<file path="config.mk">
export PLATFORM = sky130hd
export DESIGN_NAME = pss_ctrl
export DESIGN_NICKNAME = d
export VERILOG_FILES = /design/src/hw/rtl/pss_pkg.sv /design/src/hw/rtl/pss_ctrl.sv
export SDC_FILE = /design/constraint.sdc
export NUM_CORES = 1
export LEC_CHECK = 0
export ABC_AREA = 1
export BUFFER_PORTS_ARGS = -buffer_cell sky130_fd_sc_hd__buf_2
export CAP_MARGIN = 0
export CORE_MARGIN = 2
export CORE_UTILIZATION = 45
export CTS_CLUSTER_SIZE = 8
export DETAILED_ROUTE_END_ITERATION = 8
export MAX_ROUTING_LAYER = met4
export PLACE_DENSITY_LB_ADDON = 0.08
export REMOVE_ABC_BUFFERS = 1
export SLEW_MARGIN = 20
export SYNTH_ARGS = -nofsm -noshare
export SYNTH_HDL_FRONTEND = slang
export SYNTH_SLANG_ARGS = --single-unit
</file>
<file path="constraint.sdc">
create_clock -name i_clk -period 3.5 [get_ports i_clk]
set_input_delay 0.525 -clock i_clk [delete_from_list [all_inputs] [get_ports i_clk]]
set_output_delay 0.525 -clock i_clk [all_outputs]
set_load 0.03 [all_outputs]
</file>
<file path="src/hw/rtl/pss_pkg.sv">
// ----------------------------------------------------------------------------
// pss_pkg
// Shared constants, codes and control types of the PVT segment splitter.
// ----------------------------------------------------------------------------
package pss_pkg;

    // Default largest number of subsegments one input may be split into.
    localparam int MAX_SUBSEGMENTS_DEF = 64;

    // Fixed point layout of the values and of the encoder scale factors.
    localparam int FRAC_BITS  = 16;
    localparam int SCALE_FRAC = 16;
    localparam int OUT_SHIFT  = FRAC_BITS + SCALE_FRAC;

    // Longest subsegment, in microseconds, and the time cap in milliseconds.
    localparam logic [23:0] SUB_LIMIT_US = 24'd255000;
    localparam int          US_PER_MS    = 1000;
    localparam int          TIME_CAP_MS  = 255;

    // Configuration register indexes.
    localparam logic [2:0] CFG_ANGLE_UPPER = 3'd0;
    localparam logic [2:0] CFG_ANGLE_LOWER = 3'd1;
    localparam logic [2:0] CFG_ANGLE_OFFS  = 3'd2;
    localparam logic [2:0] CFG_STEER_CPR   = 3'd3;
    localparam logic [2:0] CFG_WHEEL_CPM   = 3'd4;
    localparam logic [2:0] CFG_BACKWARDS   = 3'd5;

    // Configuration reset values.
    localparam logic signed [19:0] ANGLE_UPPER_RST = 20'sd205887;
    localparam logic signed [19:0] ANGLE_LOWER_RST = -20'sd205887;
    localparam logic signed [19:0] ANGLE_OFFS_RST  = 20'sd0;
    localparam logic [31:0]        STEER_CPR_RST   = 32'd65536;
    localparam logic [31:0]        WHEEL_CPM_RST   = 32'd65536;

    // Which quotient the shared divider is computing.
    typedef enum logic [2:0] {
        DIV_T_SHORT,
        DIV_COUNT,
        DIV_T_LONG,
        DIV_SHARE,
        DIV_ANGLE,
        DIV_RATE,
        DIV_SPEED
    } t_div_sel;

    // Operand pair of the shared scaling multiplier.
    typedef enum logic [1:0] {
        MUL_ANGLE,
        MUL_RATE,
        MUL_TRAVEL,
        MUL_SPEED
    } t_mul_sel;

    // Controller states.
    typedef enum logic [4:0] {
        S_IDLE,
        S_CLASS,
        S_TS,
        S_TS_W,
        S_N,
        S_N_W,
        S_TL,
        S_TL_W,
        S_SH,
        S_SH_W,
        S_A,
        S_A_W,
        S_R,
        S_R_W,
        S_V,
        S_V_W,
        S_PREP,
        S_MUL,
        S_WRITE
    } t_pss_state;

    // Commands from the controller to the datapath.
    typedef struct packed {
        logic     latch_in;
        logic     seg_init;
        logic     div_start;
        t_div_sel div_sel;
        logic     prep;
        logic     mul_en;
        t_mul_sel mul_sel;
        logic     scale_en;
        t_mul_sel scale_sel;
        logic     out_load;
        logic     i_inc;
        logic     prev_update;
    } t_pss_cmd;

    // Status from the datapath to the controller.
    typedef struct packed {
        logic is_short;
        logic div_done;
        logic last;
        logic out_free;
    } t_pss_sts;

endpackage

</file>
<file path="src/hw/rtl/pss_ctrl.sv">
// ----------------------------------------------------------------------------
// pss_ctrl
// Sequencer stepping the datapath through divisions, scaling and output.
// ----------------------------------------------------------------------------
module pss_ctrl (
    input  logic              i_clk,
    input  logic              i_rst_n,
    input  logic              i_in_valid,
    input  pss_pkg::t_pss_sts i_sts,
    output logic              o_in_ready,
    output pss_pkg::t_pss_cmd o_cmd
);
    import pss_pkg::*;

    t_pss_state r_state, n_state;
    logic [2:0] r_k, n_k;

    // State and multiply step registers.
    always_ff @(posedge i_clk) begin
        if (!i_rst_n) begin
            r_state <= S_IDLE;
            r_k     <= '0;
        end else begin
            r_state <= n_state;
            r_k     <= n_k;
        end
    end

    // Next state and commands.
    always_comb begin
        n_state    = r_state;
        n_k        = r_k;
        o_cmd      = '0;
        o_in_ready = 1'b0;
        unique case (r_state)
            S_IDLE: begin
                o_in_ready = 1'b1;
                if (i_in_valid) begin
                    o_cmd.latch_in = 1'b1;
                    n_state        = S_CLASS;
                end
            end
            S_CLASS: begin
                o_cmd.seg_init = 1'b1;
                n_state        = i_sts.is_short ? S_TS : S_N;
            end
            S_TS: begin
                o_cmd.div_start = 1'b1;
                o_cmd.div_sel   = DIV_T_SHORT;
                n_state         = S_TS_W;
            end
            S_TS_W: if (i_sts.div_done) n_state = S_PREP;
            S_N: begin
                o_cmd.div_start = 1'b1;
                o_cmd.div_sel   = DIV_COUNT;
                n_state         = S_N_W;
            end
            S_N_W: if (i_sts.div_done) n_state = S_TL;
            S_TL: begin
                o_cmd.div_start = 1'b1;
                o_cmd.div_sel   = DIV_T_LONG;
                n_state         = S_TL_W;
            end
            S_TL_W: if (i_sts.div_done) n_state = S_SH;
            S_SH: begin
                o_cmd.div_start = 1'b1;
                o_cmd.div_sel   = DIV_SHARE;
                n_state         = S_SH_W;
            end
            S_SH_W: if (i_sts.div_done) n_state = S_A;
            S_A: begin
                o_cmd.div_start = 1'b1;
                o_cmd.div_sel   = DIV_ANGLE;
                n_state         = S_A_W;
            end
            S_A_W: if (i_sts.div_done) n_state = S_R;
            S_R: begin
                o_cmd.div_start = 1'b1;
                o_cmd.div_sel   = DIV_RATE;
                n_state         = S_R_W;
            end
            S_R_W: if (i_sts.div_done) n_state = S_V;
            S_V: begin
                o_cmd.div_start = 1'b1;
                o_cmd.div_sel   = DIV_SPEED;
                n_state         = S_V_W;
            end
            S_V_W: if (i_sts.div_done) n_state = S_PREP;
            S_PREP: begin
                o_cmd.prep = 1'b1;
                n_k        = '0;
                n_state    = S_MUL;
            end
            // Four products through one multiplier; each is registered, then scaled from the product register.
            S_MUL: begin
                o_cmd.mul_en    = (r_k != 3'd4);
                o_cmd.mul_sel   = t_mul_sel'(r_k[1:0]);
                o_cmd.scale_en  = (r_k != 3'd0);
                o_cmd.scale_sel = t_mul_sel'(r_k[1:0] - 2'd1);
                n_k             = r_k + 1'b1;
                if (r_k == 3'd4) begin
                    n_state = S_WRITE;
                end
            end
            S_WRITE: begin
                if (i_sts.out_free) begin
                    o_cmd.out_load = 1'b1;
                    if (i_sts.last) begin
                        o_cmd.prev_update = 1'b1;
                        n_state           = S_IDLE;
                    end else begin
                        o_cmd.i_inc = 1'b1;
                        n_state     = S_A;
                    end
                end
            end
            default: n_state = S_IDLE;
        endcase
    end
endmodule

</file>
After elaboration in Yosys (flattened, before gate mapping)
Index checks and enable logic that the tools add are counted.
{"block": "totals", "out_inout_bits": 17, "ff_bits": 8, "word_cells": 62, "input_bits": 7}
{"block": "classes", "muxes": 24, "eq_ne": 29, "addsub": 2, "reduce_logical": 5}
{"cell": "$pmux 5 s18", "n": 1}
{"cell": "$mux 5", "n": 9}
{"cell": "$eq 5x4->1 const B", "n": 8}
{"cell": "$pmux 4 s7", "n": 1}
{"cell": "$eq 5x3->1 const B", "n": 4}
{"cell": "$ne 2x2->1 const B", "n": 8}
{"cell": "$eq 5x5->1 const B", "n": 3}
{"cell": "$eq 5x2->1 const B", "n": 2}
{"cell": "$mux 3", "n": 3}
{"cell": "$reduce_and 9->1", "n": 1}
{"cell": "$mux 1", "n": 7}
{"cell": "$mux 6", "n": 1}
{"cell": "$pmux 3 s2", "n": 1}
{"cell": "$eq 5x1->1 const B", "n": 1}
{"cell": "$logic_not 5->1", "n": 1}
{"cell": "$mux 4", "n": 1}
{"cell": "$add 3x1->3 const B", "n": 1}
{"cell": "$eq 3x3->1 const B", "n": 1}
{"cell": "$ne 3x3->1 const B", "n": 1}
{"cell": "$reduce_bool 3->1", "n": 1}
{"cell": "$ne 2x1->1 const B", "n": 1}
{"cell": "$reduce_bool 2->1", "n": 1}
{"cell": "$reduce_or 2->1", "n": 1}
{"cell": "$sub 2x1->2 const B", "n": 1}

Depth between registers and ports, before layout
{"block": "logic_depth", "word_depth": 4, "depth_mapped": 11, "ltp_nobuf": 10}

Worst setup path after synthesis
Ideal clock, no wire load.
{"block": "synth_path", "path_type": "register to output", "startpoint": "reg r_state[2]", "endpoint": "out o_cmd[0] (netlist bit)", "required_time_ps": 2975, "path_stages_with_launch": 6, "n_path_buf": 0, "arrival_time_ps": 1540, "path_slack_ps": 1435, "path_cell_list": "dfxtp_1 -> nor2_2 -> nand2_2 -> nor2_2 -> inv_1 -> nor3_1"}
{"item": "start, declared", "line_no": "pss_ctrl.sv:15", "text": "t_pss_state r_state, n_state;"}
{"item": "start signal, assigned", "line_no": "pss_ctrl.sv:24", "text": "r_state <= n_state;"}
{"item": "end, declared", "line_no": "pss_ctrl.sv:11", "text": "output pss_pkg::t_pss_cmd o_cmd"}

==> metrics.md <==
| Metric | Value |
|---|---|
| F_max | `439 MHz` |
| Hpwl dp | `1780 um` |
| Final Hold Fails | `0` |
| Final setup viols | `0` |
| Fin crit period | `2.28 ns` |
| Die area | `2310 um^2` |
| Average cell area after synthesis | `5.64 um^2` |
| CP Capture Type | `output port` |
| Hold Path Class | `reg -> reg` |
| WP buf/inv | `3` |
| Net count, final | `187` |
| Detail Route Antenna Nets | `0` |
| Clock skew | `0.000591 ns` |
| Routability cong. | `1.01` |
| Synth warn | `0` |
| Leak | `0.547 nW` |
| Final period util | `65.0%` |
| Rel. slew slack | `69.7%` |
| CTS tree | `done` |
| RSZ-0062 raised after global routing | `no` |
| Finished Core Util | `56.6%` |
| Worst Path Required | `2.97 ns` |
| WHS Path Cells | `2` |
| Peak supply drop | `0.000486 V` |
| Largest net degree at the start of global routing | `12` |
| Power per Cell Area | `677 nW/um^2` |
| Setup_tns | `0 ns` |
| CTS root buffer | `clkbuf_4` |
| CP Max Fanout | `9` |
| Share of cells above drive strength 1 | `26.7%` |
| Clock slew at reported path FFs | `0.05 ns` |
| WP depth | `7` |
| CTS Buf Count | `3` |
| Total grt overflow | `0` |
| Routed wire length | `2180 um` |
| Critical path's most frequent cell | `nor2_1` |
| Resized Gates After CTS | `0` |
| CP top delay family | `flip-flops` |
| FF-to-FF path depth | `9` |
| Kind of critical path | `reg -> out` |
| Worst path max stage delay | `0.56 ns` |
| Core area | `1780 um^2` |
| Cells along the critical path | `inv_4 > nor2_1 > inv_1 > nor2_2 > nand2_1 > nor2_1 > buf_2` |
| Fill count | `191` |
| Cell count after synthesis | `155` |
| DRC violation count after routing | `0` |
| Die X | `48.1 um` |
| Skew-Pair Late Insertion Delay | `0.25 ns` |
| Synth-to-layout area growth | `15.3%` |
| First-pass iteration count of the detailed router | `4` |
| DR WL/cell | `10.8 um` |
| DR vias/cell | `5.03` |
| Crit path DAT | `1.75 ns` |
| Antenna Cells | `0` |
| Outcome | `completed` |
| Die height | `48.1 um` |
| Clock sink total | `8` |
| Via count | `1012` |
| Post-Syn Area | `875 um^2` |
| Htree depth | `1` |
| Synth cell types | `26` |
| Gr usage total | `21.9%` |
| Slew Viols, Final | `0` |
| Boundary Pins | `24` |
| Max Cap Violations | `0` |
| Initial drt markers | `41` |
| Total power draw | `0.683 mW` |
| Worst-margin pin slew | `0.454 ns` |
| Starting Density | `49.1%` |
| # Post-CTS Setup Buffers | `0` |
| Global-route wire length before repair | `3500 um` |
| Worst setup SP type | `flop` |
| Initial antenna violation count | `0` |
| Vias in the first global route | `839` |
| Slowest CP cell | `dfxtp_1` |
| Rows | `15` |
| Clock Tree Buf Depth | `2` |
| Sequential share of the synthesized area | `18.3%` |
| Buffers on Ports | `23` |
| Yosys reg bits | `8` |
| # hold bufs at CTS | `0` |
## where the power goes
group | switching [mW] | internal, mW
Combinational | 0.317 | 0.137
Clock | 0.0302 | 0.0392
Sequential | 0.0486 | 0.111
## path summary, 6_finish.rpt
| kind | startpoint | endpoint | slack (ns) |
|---|---|---|---|
| setup / recovery | r_state[1] | o_cmd[1] | 1.22 |
| hold / removal | r_k[1] | r_k[1] | 0.49 |
| setup reg to reg | r_state[4] | r_state[4] | 1.79 |
| hold reg to reg | r_k[1] | r_k[1] | 0.49 |
## tightest hold or removal path, delay by kind of cell, from the launching register on
| family | cells | cell delay, ns |
|---|---|---|
| flops | 1 | 0.32 |
| compound gates | 1 | 0.05 |
| simple gates | 1 | 0.06 |
## cells in the mapped netlist
cell type	number	area share, %
o21ai_1	1	0.57
nor2_2	6	4.3
clkbuf_4	1	0.86
nand4_1	6	4.3
nand2_1	32	14
nand2_2	4	2.9
buf_4	3	2.6
o221ai_1	1	1.0
nor2_1	35	15
inv_1	18	7.7
a21oi_1	5	2.9
inv_8	1	1.3
nor3_1	3	1.7
clkinv_1	1	0.43
nand3_2	5	5.7
nor4_1	1	0.72
o21ai_0	2	1.1
buf_2	1	0.57
inv_2	4	1.7
nand3_1	11	6.3
ha_1	2	2.9
o2111ai_1	1	1.0
nand3b_1	1	0.86
o21a_1	1	0.86
dfxtp_1	8	18
inv_4	1	0.72
## cell type report
cell class	count	area, um^2	share of cell area [%]
clock buffer	3	22.5	2.23
timing repair buffer	23	115	11.4
tap	25	31.3	3.10
multi-input combinational	117	576	57.1
sequential	8	160	15.9
inverter	25	104	10.3
## kinds of logic (layout without fill, tap and decap cells)
| group | after synthesis | after routing | synth area share (%) |
|---|---|---|---|
| AOI/OAI and AO/OA | 11 | 11 | 7.44 |
| and+or+nand+nor | 104 | 104 | 55.5 |
| DFF | 8 | 8 | 18.3 |
| adders and majority gates | 2 | 2 | 2.86 |
| buffers and inverters | 30 | 51 | 15.9 |
## layout by cell type (no fill, tap or decap)
cell	n
o21ai_1	1
clkinv_1	1
nand4_1	6
clkbuf_4	3
ha_1	2
o21a_1	1
nor4_1	1
nand3_2	5
nand3_1	11
nor2_2	6
nand3b_1	1
nand2_2	4
inv_2	4
nor3_1	3
o2111ai_1	1
buf_2	23
inv_8	1
a21oi_1	5
o21ai_0	2
nand2_1	32
o221ai_1	1
dfxtp_1	8
inv_1	18
inv_4	1
nor2_1	35
## sequential cells by signal (all words and copies together), names as in the netlist
register / count
r_state: 5
r_k: 3
## metrics by stage
stage | hold WS, ns | area, um^2 | setup slack, ns | std cells
6_report | 0.489 | 1010 | 1.22 | 201
5_1_grt | 0.511 | 1010 | 1.03 | 201
4_1_cts | 0.492 | 1010 | 1.23 | 201
3_5_place_dp | 0.485 | 986 | 1.51 | 198
3_3_place_gp | 0.474 | 986 | 1.50 | 198
2_1_floorplan | 0.456 | 840 | 1.40 | 150
## layer usage
layer	vias to the layer above	track usage, %	wire (um)
li1	535	-	-
met1	423	29.3	1020
met2	48	31.2	878
met3	6	6.79	228
met4	0	7.03	50
met5	-	-	0
Note: power is estimated with default switching activity, not from simulation.
